[src/sv/vtsc_pkg.sv]
package vtsc_pkg;

  // Item command codes
  typedef enum logic [2:0] {
    CMD_TUNE_DOWN = 3'd0,
    CMD_TUNE_UP   = 3'd1,
    CMD_CLAMP     = 3'd2,
    CMD_STEP_UP   = 3'd3,
    CMD_STEP_DOWN = 3'd4
  } cmd_e;

  // Configuration register indexes
  localparam int unsigned CfgIdxW = 2;
  localparam logic [CfgIdxW-1:0] REG_MAX_FREQ    = 2'd0;
  localparam logic [CfgIdxW-1:0] REG_MIN_FREQ    = 2'd1;
  localparam logic [CfgIdxW-1:0] REG_UPPER_CLAMP = 2'd2;
  localparam logic [CfgIdxW-1:0] REG_LOWER_CLAMP = 2'd3;

  localparam logic [31:0] MaxFreqRst    = 32'd10150000;
  localparam logic [31:0] MinFreqRst    = 32'd10100000;
  localparam logic [31:0] UpperClampRst = 32'd10150000;
  localparam logic [31:0] LowerClampRst = 32'd10100000;

  // Step list
  localparam logic [2:0] NumSteps     = 3'd6;
  localparam logic [2:0] StepIdxRst   = 3'd2;
  localparam logic [2:0] StepIdxFirst = 3'd0;
  localparam logic [2:0] StepIdxDown  = 3'd4;

  localparam int unsigned StepW = 10;
  localparam int unsigned OutDataW = 48;

  typedef struct packed {
    logic [31:0] max_freq;
    logic [31:0] min_freq;
    logic [31:0] upper_clamp;
    logic [31:0] lower_clamp;
  } cfg_t;

  typedef struct packed {
    logic             saved_flag;
    logic             changed_flag;
    logic [StepW-1:0] step_hz;
    logic [31:0]      new_freq;
  } res_t;

  // Step size in Hz for an index; out-of-range indexes fall back to the reset step
  function automatic logic [StepW-1:0] step_of(input logic [2:0] idx);
    logic [StepW-1:0] s;
    unique case (idx)
      3'd0:    s = 10'd1;
      3'd1:    s = 10'd10;
      3'd2:    s = 10'd50;
      3'd3:    s = 10'd100;
      3'd4:    s = 10'd500;
      3'd5:    s = 10'd1000;
      default: s = 10'd50;
    endcase
    return s;
  endfunction

endpackage

[src/sv/vtsc_cfg_regs.sv]
module vtsc_cfg_regs (
  input  logic                          clk_i,
  input  logic                          rst_ni,
  input  logic                          cfg_we_i,
  input  logic [vtsc_pkg::CfgIdxW-1:0]  cfg_idx_i,
  input  logic [31:0]                   cfg_wdata_i,
  output vtsc_pkg::cfg_t                cfg_o
);
  import vtsc_pkg::*;

  cfg_t cfg_q, cfg_d;

  // Pick the register to update
  always_comb begin
    cfg_d = cfg_q;
    if (cfg_we_i) begin
      unique case (cfg_idx_i)
        REG_MAX_FREQ:    cfg_d.max_freq    = cfg_wdata_i;
        REG_MIN_FREQ:    cfg_d.min_freq    = cfg_wdata_i;
        REG_UPPER_CLAMP: cfg_d.upper_clamp = cfg_wdata_i;
        REG_LOWER_CLAMP: cfg_d.lower_clamp = cfg_wdata_i;
        default:         cfg_d = cfg_q;
      endcase
    end
  end

  always_ff @(posedge clk_i or negedge rst_ni) begin
    if (!rst_ni) begin
      cfg_q.max_freq    <= MaxFreqRst;
      cfg_q.min_freq    <= MinFreqRst;
      cfg_q.upper_clamp <= UpperClampRst;
      cfg_q.lower_clamp <= LowerClampRst;
    end else begin
      cfg_q <= cfg_d;
    end
  end

  assign cfg_o = cfg_q;

endmodule

[src/sv/vtsc_core.sv]
module vtsc_core (
  input  logic           clk_i,
  input  logic           rst_ni,
  input  logic           advance_i,
  input  logic [2:0]     cmd_i,
  input  logic [31:0]    freq_i,
  input  vtsc_pkg::cfg_t cfg_i,
  output vtsc_pkg::res_t res_o
);
  import vtsc_pkg::*;

  logic [2:0]       step_idx_q, step_idx_d;
  logic             changed_q, changed_d;
  logic             saved_q, saved_d;
  logic [2:0]       idx_cur;
  logic [StepW-1:0] step_cur;
  logic [31:0]      adj_freq;
  logic [31:0]      out_freq;

  // Sanitise the index and look up the present step
  assign idx_cur  = (step_idx_q >= NumSteps) ? StepIdxRst : step_idx_q;
  assign step_cur = step_of(idx_cur);

  // Adjust, then clamp with the upper bound tested first
  always_comb begin
    step_idx_d = idx_cur;
    changed_d  = changed_q;
    saved_d    = saved_q;
    adj_freq   = freq_i;
    out_freq   = freq_i;
    unique case (cmd_i)
      CMD_TUNE_DOWN, CMD_TUNE_UP, CMD_CLAMP: begin
        if (cmd_i == CMD_TUNE_DOWN) begin
          adj_freq = freq_i - {22'd0, step_cur};
        end else if (cmd_i == CMD_TUNE_UP) begin
          adj_freq = freq_i + {22'd0, step_cur};
        end
        priority if (adj_freq > cfg_i.max_freq) begin
          out_freq = cfg_i.upper_clamp;
        end else if (adj_freq < cfg_i.min_freq) begin
          out_freq = cfg_i.lower_clamp;
        end else begin
          out_freq = adj_freq;
        end
        changed_d = 1'b1;
        saved_d   = 1'b0;
      end
      CMD_STEP_UP: begin
        step_idx_d = (idx_cur + 3'd1 >= NumSteps) ? StepIdxFirst : idx_cur + 3'd1;
      end
      CMD_STEP_DOWN: begin
        step_idx_d = (idx_cur == StepIdxFirst) ? StepIdxDown : idx_cur - 3'd1;
      end
      default: begin
        step_idx_d = idx_cur;
      end
    endcase
  end

  // Commit state as the item moves to the result register
  always_ff @(posedge clk_i or negedge rst_ni) begin
    if (!rst_ni) begin
      step_idx_q <= StepIdxRst;
      changed_q  <= 1'b0;
      saved_q    <= 1'b1;
    end else if (advance_i) begin
      step_idx_q <= step_idx_d;
      changed_q  <= changed_d;
      saved_q    <= saved_d;
    end
  end

  assign res_o.new_freq     = out_freq;
  assign res_o.step_hz      = step_of(step_idx_d);
  assign res_o.changed_flag = changed_d;
  assign res_o.saved_flag   = saved_d;

endmodule

[src/sv/vfo_tuning_step_control.sv]
// Items pass the input register, then the result register. Throughput: one
// item per cycle while results are taken; the input register refills while a
// result waits, so the step/flag state feeds the next item without a bubble.
// Reset: asynchronous, active low; clears both pipeline valids, sets the
// step to 50 Hz, changed flag 0, saved flag 1, and loads register defaults.
module vfo_tuning_step_control (
  input  logic                          clk_i,
  input  logic                          rst_ni,
  // configuration
  input  logic                          cfg_we_i,
  input  logic [vtsc_pkg::CfgIdxW-1:0]  cfg_idx_i,
  input  logic [31:0]                   cfg_wdata_i,
  // input items
  input  logic                          s_axis_tvalid,
  output logic                          s_axis_tready,
  input  logic [31:0]                   s_axis_tdata,  // [31:0] current_freq
  input  logic [2:0]                    s_axis_tuser,  // [2:0] command
  // result items
  output logic                          m_axis_tvalid,
  input  logic                          m_axis_tready,
  // [31:0] new_freq, [41:32] step_hz, [42] changed_flag, [43] saved_flag, rest 0
  output logic [vtsc_pkg::OutDataW-1:0] m_axis_tdata
);
  import vtsc_pkg::*;

  cfg_t        cfg;
  res_t        res;
  res_t        res_q;
  logic        in_valid_q, in_valid_d;
  logic [2:0]  cmd_q;
  logic [31:0] freq_q;
  logic        out_valid_q, out_valid_d;
  logic        out_take;
  logic        advance;
  logic        in_fire;

  vtsc_cfg_regs u_cfg (
    .clk_i       (clk_i),
    .rst_ni      (rst_ni),
    .cfg_we_i    (cfg_we_i),
    .cfg_idx_i   (cfg_idx_i),
    .cfg_wdata_i (cfg_wdata_i),
    .cfg_o       (cfg)
  );

  vtsc_core u_core (
    .clk_i     (clk_i),
    .rst_ni    (rst_ni),
    .advance_i (advance),
    .cmd_i     (cmd_q),
    .freq_i    (freq_q),
    .cfg_i     (cfg),
    .res_o     (res)
  );

  // Handshake control
  assign out_take      = !out_valid_q || m_axis_tready;
  assign advance       = in_valid_q && out_take;
  assign s_axis_tready = !in_valid_q || out_take;
  assign in_fire       = s_axis_tvalid && s_axis_tready;

  assign in_valid_d  = in_fire ? 1'b1 : (advance ? 1'b0 : in_valid_q);
  assign out_valid_d = advance ? 1'b1 : (m_axis_tready ? 1'b0 : out_valid_q);

  always_ff @(posedge clk_i or negedge rst_ni) begin
    if (!rst_ni) begin
      in_valid_q  <= 1'b0;
      out_valid_q <= 1'b0;
    end else begin
      in_valid_q  <= in_valid_d;
      out_valid_q <= out_valid_d;
    end
  end

  // Capture the item, then hold the result until taken
  always_ff @(posedge clk_i) begin
    if (in_fire) begin
      cmd_q  <= s_axis_tuser;
      freq_q <= s_axis_tdata;
    end
    if (advance) begin
      res_q <= res;
    end
  end

  assign m_axis_tvalid = out_valid_q;
  assign m_axis_tdata  = {{(OutDataW - $bits(res_t)){1'b0}}, res_q};

  // The reported step is always one of the six list values
  a_step_legal: assert property (@(posedge clk_i) disable iff (!rst_ni)
    m_axis_tvalid |-> (m_axis_tdata[41:32] == 10'd1 || m_axis_tdata[41:32] == 10'd10 ||
                       m_axis_tdata[41:32] == 10'd50 || m_axis_tdata[41:32] == 10'd100 ||
                       m_axis_tdata[41:32] == 10'd500 || m_axis_tdata[41:32] == 10'd1000))
    else $error("step_hz outside step list");

  // Tune and clamp items leave changed set and saved clear
  a_tune_flags: assert property (@(posedge clk_i) disable iff (!rst_ni)
    (advance && (cmd_q == CMD_TUNE_DOWN || cmd_q == CMD_TUNE_UP || cmd_q == CMD_CLAMP))
    |=> (m_axis_tdata[42] && !m_axis_tdata[43]))
    else $error("flags wrong after tune item");

  // Step items echo the frequency
  a_step_echo: assert property (@(posedge clk_i) disable iff (!rst_ni)
    (advance && (cmd_q == CMD_STEP_UP || cmd_q == CMD_STEP_DOWN))
    |=> (m_axis_tdata[31:0] == $past(freq_q)))
    else $error("step item changed frequency");

  // A held item stays put while the result side is stalled
  a_in_hold: assert property (@(posedge clk_i) disable iff (!rst_ni)
    (in_valid_q && !out_take) |=> (in_valid_q && $stable(cmd_q) && $stable(freq_q)))
    else $error("input item lost during stall");

endmodule

[config.mk]
export PLATFORM = sky130hd
export DESIGN_NAME = vfo_tuning_step_control
export DESIGN_NICKNAME = d
export VERILOG_FILES = /design/src/sv/vtsc_pkg.sv /design/src/sv/vtsc_cfg_regs.sv /design/src/sv/vtsc_core.sv /design/src/sv/vfo_tuning_step_control.sv
export SDC_FILE = /design/constraint.sdc
export NUM_CORES = 1
export LEC_CHECK = 0
export CAP_MARGIN = 5
export CORE_UTILIZATION = 29
export CTS_CLUSTER_DIAMETER = 80
export CTS_CLUSTER_SIZE = 40
export DETAILED_ROUTE_END_ITERATION = 8
export DONT_BUFFER_PORTS = 1
export GPL_TIMING_DRIVEN = 0
export SLEW_MARGIN = 5
export SYNTH_ARGS = -nofsm -noshare
export SYNTH_HDL_FRONTEND = slang
export SYNTH_SLANG_ARGS = --single-unit
[constraint.sdc]
create_clock -name clk_i -period 6.1 [get_ports clk_i]
set_input_delay 0 -clock clk_i [delete_from_list [all_inputs] [get_ports clk_i]]
set_output_delay 0 -clock clk_i [all_outputs]
set_load 0.005 [all_outputs]
Yosys cells after proc, flatten, opt, wreduce, memory -nomap -nowiden
Cells that the tools add are included.
{"block": "totals", "wordCells": 73, "ff_bits": 214, "out_inout_bits": 50, "in_bits": 74}
{"block": "op_classes", "addsub": 4, "magnitude_cmp": 4, "n_reduce_logical": 17, "mux": 18, "n_eq_ne": 15}
{"operator": "2-to-1 mux 32 bit", "n": 6}
{"operator": "one-hot mux 10 bit (5 select lines)", "n": 2}
{"operator": "adder 32 x 10 -> 32 bit", "n": 1}
{"operator": "> comparator 32 bit", "n": 1}
{"operator": "< comparator 32 bit", "n": 1}
{"operator": "subtractor 32 x 10 -> 32 bit", "n": 1}
{"operator": "equality test 3 bit (second input constant)", "n": 5}
{"operator": "equality test 3 x 2 -> 1 bit (second input constant)", "n": 4}
{"operator": "equality test 3 x 1 -> 1 bit (second input constant)", "n": 3}
{"operator": "zero test 3 bit", "n": 3}
{"operator": "2-to-1 mux 3 bit", "n": 3}
{"operator": "AND reduction 2 bit", "n": 4}
{"operator": "greater-or-equal comparator 3 bit (second input constant)", "n": 2}
{"operator": "2-to-1 mux 1 bit", "n": 6}
{"operator": "one-hot mux 3 bit (2 select lines)", "n": 1}
{"operator": "equality test 2 bit (second input constant)", "n": 2}
{"operator": "nonzero test 2 bit", "n": 2}
{"operator": "adder 3 x 1 -> 3 bit (second input constant)", "n": 1}
{"operator": "OR reduction 3 bit", "n": 1}
{"operator": "subtractor 3 x 1 -> 3 bit (second input constant)", "n": 1}
{"operator": "equality test 2 x 1 -> 1 bit (second input constant)", "n": 1}
{"operator": "logical AND 1 bit", "n": 2}
{"operator": "zero test 1 bit", "n": 2}
{"operator": "zero test 2 bit", "n": 1}
{"operator": "logical OR 1 bit", "n": 2}

Logic depth before layout (Yosys ltp)
Gate-level depths: netlist (run 1).
{"block": "depth", "depth_word": 12, "ltp_mapped": 26}

By module
From an unflattened synthesis (run 1), not the netlist that was laid out.
{"block": "hier_totals", "cells_unflattened": 1067, "hier_area_um2": 12408.2}
{"mod": "vtsc_core", "cells_each": 703, "seq_area_each_um2": 127.6, "n_inst": 1, "area_per_inst_um2": 5106.1}
{"mod": "vtsc_cfg_regs", "cells_each": 272, "seq_area_each_um2": 3250.6, "n_inst": 1, "area_per_inst_um2": 4792.1}
{"mod": "vfo_tuning_step_control", "cells_each": 92, "seq_area_each_um2": 2422.3, "n_inst": 1, "area_per_inst_um2": 2509.9}

Worst setup path before layout (run 1)
OpenSTA, ideal clock, no wires.
{"block": "synth_path", "kind": "register to register", "from": "reg u_core.step_idx_q[1]", "to": "reg res_q (netlist bit m_axis_tdata[31]) (data pin)", "setup_time_ns": 0.269, "path_buffers": 3, "period_less_slack_ns": 5.553, "path_slack_ns": 0.547, "t_arrival_ns": 5.284, "stages_incl_launch_ff": 25, "cell_sequence": "dfstp_2 clkbuf_1 nor2_1 ha_1 nand2_1 and3_1 inv_1 fa_1 a21o_1 a311oi_1 or3_4 nand4_2 or4_1 o21ai_2 xor2_2 ha_1 a21o_1 a221o_1 a211oi_1 o22a_1 nand2_1 buf_2 a21oi_2 buf_6 a221oi_1"}
{"item": "start, declared", "line_no": "vtsc_core.sv:12", "text": "logic [2:0] step_idx_q, step_idx_d;"}
{"item": "start signal, assigned", "line_no": "vtsc_core.sv:63", "text": "step_idx_q <= StepIdxRst;"}
{"item": "start signal, assigned", "line_no": "vtsc_core.sv:67", "text": "step_idx_q <= step_idx_d;"}
{"item": "end signal, assigned", "line_no": "vfo_tuning_step_control.sv:82", "text": "res_q <= res;"}
{"item": "end, declared", "line_no": "vfo_tuning_step_control.sv:28", "text": "res_t res_q;"}

==> results of run 1 <==
state kept, by name, summed over array words and instances (netlist names):
register and flops:
m_axis_tvalid 1, m_axis_tdata 43, u_core.changed_q 1, in_valid_q 1, cmd_q 3, u_core.step_idx_q 3, freq_q 32, u_core.saved_q 1
u_cfg.cfg_o 128
where the power goes:
part / leakage (uW) / internal, uW / switching (uW) / total, uW
Clock: 0.000261 / 571 / 584 / 1160
Combinational: 0.00339 / 817 / 1090 / 1900
Sequential: 0.00230 / 1780 / 136 / 1920
Total: 0.00595 / 3170 / 1810 / 4970
repair_timing:
item / CTS / global route
endpoints found under the hold margin: 303 / 1
pin swaps: 11 / 13
hold buffers: 80 / 1
setup buffers: 20 / 13
gates cloned: 0 / 0
setup endpoints to repair: 32 / 32
gates resized for setup: 37 / 36
synth_stat cells (4+ instances only):
| cell | count | area [sq um] |
|---|---|---|
| dfstp_2 | 40 | 1050 |
| o31ai_1 | 4 | 30.0 |
| nor2_1 | 42 | 158 |
| and3_1 | 4 | 25.0 |
| nand4_1 | 11 | 68.8 |
| o211ai_1 | 8 | 60.1 |
| buf_4 | 6 | 45.0 |
| a22o_1 | 13 | 114 |
| mux2i_1 | 14 | 140 |
| dfrtp_1 | 95 | 2380 |
| a21oi_1 | 39 | 195 |
| or2_2 | 4 | 25.0 |
| o21ai_1 | 5 | 25.0 |
| a22oi_1 | 13 | 97.6 |
| o21bai_1 | 5 | 37.5 |
| ha_1 | 87 | 1090 |
| o2111ai_1 | 5 | 43.8 |
| nand2_1 | 86 | 323 |
| nor3_1 | 13 | 65.1 |
| clkbuf_1 | 28 | 105 |
| nor2b_1 | 7 | 43.8 |
| xnor2_1 | 9 | 78.8 |
| a221o_1 | 14 | 140 |
| a21o_1 | 4 | 30.0 |
| inv_1 | 99 | 372 |
| nand3_1 | 13 | 65.1 |
| nor4_1 | 4 | 25.0 |
| o221a_2 | 4 | 45.0 |
| edfxtp_1 | 78 | 2340 |
| a31oi_1 | 4 | 25.0 |
| buf_6 | 7 | 78.8 |
| a211oi_1 | 11 | 82.6 |
| o21ai_0 | 86 | 430 |
| nand2b_1 | 7 | 43.8 |
| buf_1 | 5 | 18.8 |
| nand3b_1 | 5 | 37.5 |
| xor2_1 | 21 | 184 |
| mux2_2 | 102 | 1150 |
| or3_1 | 14 | 87.6 |
| o21a_1 | 4 | 30.0 |
| a41oi_1 | 6 | 52.6 |
stage by stage:
step | utilization, % | worst slack [ns] | instances | hold WS [ns] | instance area (sq um)
CTS | 35.3 | 0.00604 | 1757 | 0.0259 | 14500
finish | 36.0 | 0.191 | 1770 | 0.0765 | 14800
global route | 36.0 | -0.0243 | 1770 | 0.0851 | 14800
detailed placement | 31.3 | -1.87 | 1631 | -0.282 | 12800
global placement | 31.1 | -2.37 | 1629 | -0.282 | 12800
floorplan | - | 0.547 | 1097 | -0.296 | 12100
layout make-up:
type	count	area (sq um)	share of cell area (%)
antenna	1	2.50	0.0170
buffer	48	295	2.00
clock buffer	15	375	2.54
clock inverter	11	166	1.13
inverter	101	379	2.57
multi-input combinational	733	5980	40.5
sequential	213	5770	39.1
tap	532	666	4.51
timing repair buffer	116	1130	7.66
cell families after synthesis:
kind of cell / after synthesis / synth area share [%]
AO/OA/AOI/OAI: 255 / 14.2
XOR/XNOR: 31 / 2.31
adder cells (fa/ha/maj): 90 / 9.42
buffers and inverters: 151 / 5.58
flip-flops: 213 / 47.7
multiplexers: 117 / 10.8
other: 1 / 0.0310
AND/OR/NAND/NOR: 236 / 10.0
worst max path at each step:
stage | cells past startpoint | to | start | slack (ns)
detailed placement | 23 | m_axis_tdata[31] | u_core.step_idx_q[1] | -1.87
CTS | 25 | m_axis_tdata[24] | u_core.step_idx_q[1] | 0.006
global placement | 23 | m_axis_tdata[31] | u_core.step_idx_q[1] | -2.37
floorplan | 24 | m_axis_tdata[31] | u_core.step_idx_q[1] | 0.55
global route | 25 | m_axis_tdata[1] | u_core.step_idx_q[2] | -0.02
finish | 24 | m_axis_tdata[14] | u_core.step_idx_q[1] | 0.19
layer usage:
layer  track usage (%)  wire (um)  vias up
met5                 0          0        -
met4              5.17       1100        0
met3              2.66       1560       48
met2              28.7      17300      201
met1              21.9      16000     4412
li1                  -          -     4242
critical path: stages, from the launching register on:
cell      delay (ns)
dfstp_2         0.56
buf_4           0.16
nor2_1          0.10
ha_4            0.21
nand2_1         0.05
and3_1          0.20
inv_2           0.08
fa_2            0.37
a21o_1          0.21
a311oi_4        0.37
or3_4           0.24
nand4_4         0.14
or4_1           0.45
o21ai_2         0.11
xor2_2          0.21
ha_1            0.28
nand3_1         0.13
nor2_1          0.07
a221o_1         0.36
a211oi_2        0.27
o22a_2          0.27
nor2_4          0.11
buf_4           0.23
a22o_1          0.17
a221o_1         0.29
==> summary.md, run 1 <==
| Metric | Value |
|---|---|
| Max-Cap Viols | 0 |
| Initial Util | 29.5% |
| CP Launch Type | flop |
| Cells after Synth | roughly 1.1k |
| Core area | ~40000 sq um |
| Finish-stage setup viols | 0 |
| Worst Hold Endpoint | freq_q[0] |
| Syn avg cell area | about 11 sq um |
| FILL cells | roughly 4.1k |
| Worst-case reg-to-reg path depth | 24 |
| Avg Vias per Cell | about 5.0 |
| Final Hold Fails | 0 |
| Initial antenna violation count | 1 |
| Final wirelength | around 36 mm |
| Yosys cell types | 92 |
| Worst Hold Class | input pin to flop |
| Rel. slew slack | a little under a third |
| Via count | between 8k and 9k |
| Total Routing Usage GR | around 17% |
| Grt total ovfl | 0 |
| Clock Latency Late Sink | 0.52 ns |
| Reg-to-reg setup timing slack | 0.19 ns |
| Status | finished with violations |
| Final ANT Viol Nets | 0 |
| Pwr Density | around 340 nW/um^2 |
| Die X | between 200 and 250 um |
| Register area share after synthesis | a little under half |
| Sink Count | 213 |
| Core Rows | 74 |
| Gpl congestion | slightly below 0.9 |
| CTS tree | done |
| Crit path max fanout | 11 |
| Commonest non-fill, non-tap cell in the layout | mux2_2 |
| Worst Hold Launch | s_axis_tvalid |
| Number of global-route vias before repair | 8940 |
| Reg-to-reg critical path endpoint | m_axis_tdata[14] |
| H-tree depth reported by CTS | 1 |
| Fin crit period | between 5 and 6 ns |
| DRC violations left | 12 |
| Leakage | about 0.0059 uW |
| Layout cells sized above 1 | about a quarter |
| TNS Setup | 0 ns |
| Max Slew Vio Count | 0 |
| Area Overhead vs Synth | 22.1% |
| Crit. End Element | flop |
| Hold path depth | 1 |
| Worst EP arrival | 6.17 ns |
| Post-Route Skew | roughly 0.037 ns |
| Synth warnings | 0 |
| 1st-pass router iterations | 7 |
| Pin count of the biggest net entering global routing | ~140 |
| DP HPWL | 26.6 mm |
| Ys flop type | dfrtp_1 |
| Nets@finish | about 1.4k |
| Die Ht | approximately 210 um |
| Die area | approximately 43000 sq um |
| Failing checks | DRC |
| Async set-or-reset flop fraction in the synthesized netlist | a little under two thirds |
| Worst vdd ir | 133 uV |
| Clk root buf | clkbuf_16 |
| Clock Pin Slew Worst Setup and Hold Paths | ~0.1 ns |
| Mapped cell area | 12100 sq um |
| First DRT Iteration DRCs | approximately 560 |
| Worst-Margin Slew | 1.03 ns |
| Total chip power | roughly 5000 uW |
| Clock tree buffer depth | 3 |
| CTS buffer count | 15 |
| Crit Path Class | flop to flop |
| Ports | approximately 120 |
| Wire per inst | 20.3 um |
| Most frequent cells in the layout | 102 x mux2_2, 97 x inv_1, 94 x dfrtp_1, 86 x nand2_1, 83 x ha_1 |
| Post-synth EDFFs | a little under 80 |
| Port bufs | 0 |
| First-pass GRT wire length | between 50 and 60 mm |
| Final Cycle Share | a little over nine tenths |
| Max Freq | about 0.17 GHz |
| Synth Register Bits | 213 |
| RR Startpoint | u_core.step_idx_q[1] |
| Data required time of the worst path | between 6 and 7 ns |
Power figures use the tool's default switching activity.
==> run 2, diff against run 1 <==
==> constraint.sdc (replaced) <==
create_clock -name clk_i -period 6.1 [get_ports clk_i]
set_input_delay 0.61 -clock clk_i [delete_from_list [all_inputs] [get_ports clk_i]]
set_output_delay 0.61 -clock clk_i [all_outputs]
set_load 0.005 [all_outputs]
==> summary.md, run 2 (synthesized netlist as in run 1, its figures left out) <==
| Metric | Value |
|---|---|
| Status | finished with violations |
| Failing checks | DRC |
| H-tree depth reported by CTS | 1 |
| Nets@finish | between 1k and 1.5k |
| Pwr Density | approximately 350 nW/um^2 |
| Final Hold Fails | 0 |
| CP Launch Type | flop |
| DRC violations left | 12 |
| Post-Route Skew | 0.0397 ns |
| Via count | around 8.6k |
| Core Rows | 74 |
| Clock Latency Late Sink | 0.52 ns |
| Final Cycle Share | a little over nine tenths |
| Max Slew Vio Count | 0 |
| Finish-stage setup viols | 0 |
| Clock Pin Slew Worst Setup and Hold Paths | 0.10 ns |
| Crit path max fanout | 10 |
| Area Overhead vs Synth | 15.5% |
| Clk root buf | clkbuf_16 |
| Final ANT Viol Nets | 0 |
| Slowest-stage cell, CP | dfstp_2 |
| Rel. slew slack | roughly a third |
| CTS tree | done |
| CP Buf/Inv Count | 4 |
| Worst-Margin Slew | between 0.9 and 1 ns |
| CP max stage delay | 0.56 ns |
| Max Freq | 0.170 GHz |
| Final Non-Filler Cells | 1687 |
| Total Routing Usage GR | between 10% and 20% |
| Pin count of the biggest net entering global routing | around 140 |
| ANT cells | 0 |
| Worst vdd ir | 136 uV |
| Ports | between 100 and 150 |
| DP Worst Slack | -1.87 ns |
| Crit Path Class | flop to flop |
| CTS buffer count | 15 |
| Top cell family by delay on the critical path | simple AND/OR/NAND/NOR gates |
| Most frequent cells in the layout | 102 x mux2_2, 96 x inv_1, 94 x dfrtp_1, 86 x nand2_1, 84 x ha_1 |
| Layout cells sized above 1 | between 20% and 30% |
| Sink Count | 213 |
| DP HPWL | around 27 mm |
| First-pass GRT wire length | between 50 and 60 mm |
| Gpl congestion | 0.890 |
| Fin util | between 30% and 40% |
| Initial Util | 29.5% |
| Fin crit period | between 5 and 6 ns |
| Cell total after placement | between 1.5k and 2k |
| Die Ht | slightly above 200 um |
| Number of global-route vias before repair | between 8k and 9k |
| Leakage | ~0.0056 uW |
| Final wirelength | about 36 mm |
| Max-Cap Viols | 0 |
| Worst EP arrival | ~6 ns |
| Clock tree buffer depth | 3 |
| Grt total ovfl | 0 |
| Worst Hold Class | input pin to async pin |
| Die X | 206 um |
| First DRT Iteration DRCs | ~540 |
| Avg Vias per Cell | approximately 5.1 |
| Initial antenna violation count | 1 |
| Wire per inst | between 20 and 25 um |
| Max reg flops | about 130 |
| Crit path setup slack, layout | roughly 0.2 ns |
| Port bufs | 0 |
| 1st-pass router iterations | 6 |
| Core area | 41000 sq um |
| Die area | roughly 43000 sq um |
| Data required time of the worst path | between 6 and 7 ns |
| Crit. End Element | flop |
| Commonest non-fill, non-tap cell in the layout | mux2_2 |
## run 2: repair_timing
item / in CTS / in global routing
hold buffers: 2 / 0
setup endpoints to repair: 32 / 32
gates cloned: 0 / 0
resized for setup: 37 / 40
hold endpoints to repair: 134 / 0
buffers inserted: 20 / 11
pin swaps: 11 / 14
## run 2: area by class of cell
type / count / area, sq um
Fill cell: 4089 / 27100
Multi-Input combinational cell: 733 / 5980
Sequential cell: 213 / 5770
Tap cell: 532 / 666
Inverter: 101 / 379
Clock buffer: 15 / 375
Timing Repair Buffer: 35 / 329
Buffer: 47 / 299
Clock inverter: 11 / 166
## run 2: final timing paths
kind | startpoint | endpoint | slack [ns] | cells after the start
worst min-delay path | rst_ni | u_cfg.cfg_o[88] | 0.05 | 1
min in group clk_i | s_axis_tdata[0] | freq_q[0] | 0.17 | 0
worst max register to register | u_core.step_idx_q[1] | m_axis_tdata[2] | 0.20 | 25
max in group asynchronous | rst_ni | u_cfg.cfg_o[38] | 5.32 | 1
worst max-delay path | u_core.step_idx_q[1] | m_axis_tdata[2] | 0.20 | 25
worst min register to register | u_core.saved_q | u_core.saved_q | 0.46 | 1
## run 2: worst reg2reg max path, stage by stage, from the launching register on
cell and delay [ns]:
dfstp_2 0.56, buf_4 0.16, nor2_1 0.08, ha_2 0.23, nand2_1 0.06, and3_1 0.20, inv_2 0.08, fa_2 0.37
a21o_1 0.21, a311oi_4 0.37, or3_4 0.23, nand4_4 0.14, or4_1 0.45, o21ai_2 0.11, xor2_2 0.21, ha_1 0.28
nand3_1 0.14, nor2_1 0.08, a221o_1 0.37, a211oi_2 0.27, o22a_2 0.27, nand2_1 0.11, buf_6 0.21, buf_4 0.16
nor3_1 0.22, a211oi_2 0.09
## run 2: power by group
part	switching, uW	internal (uW)	leakage (uW)
registers	135	1780	0.00230
logic	1060	777	0.00306
clock network	583	571	0.000261
## run 2: per-layer routing
layer	global-route usage (%)	up-vias	part of all wire [%]
met5	0	-	0
li1	-	4079	-
met3	3.01	48	5.2
met2	28.1	204	48
met1	21.7	4287	44
met4	5.30	0	3.1
## run 2: metrics by stage
step	total power [uW]	hold WS [ns]	cell area [sq um]	setup TNS, ns
CTS	4850	0.105	13700	0
floorplan	3070	0.314	12100	0
global placement	3510	0.328	12800	-70.29
finish	4910	0.0457	14000	0
global route	5210	0.0941	14000	-0.0213
detailed placement	3540	0.328	12800	-54.69
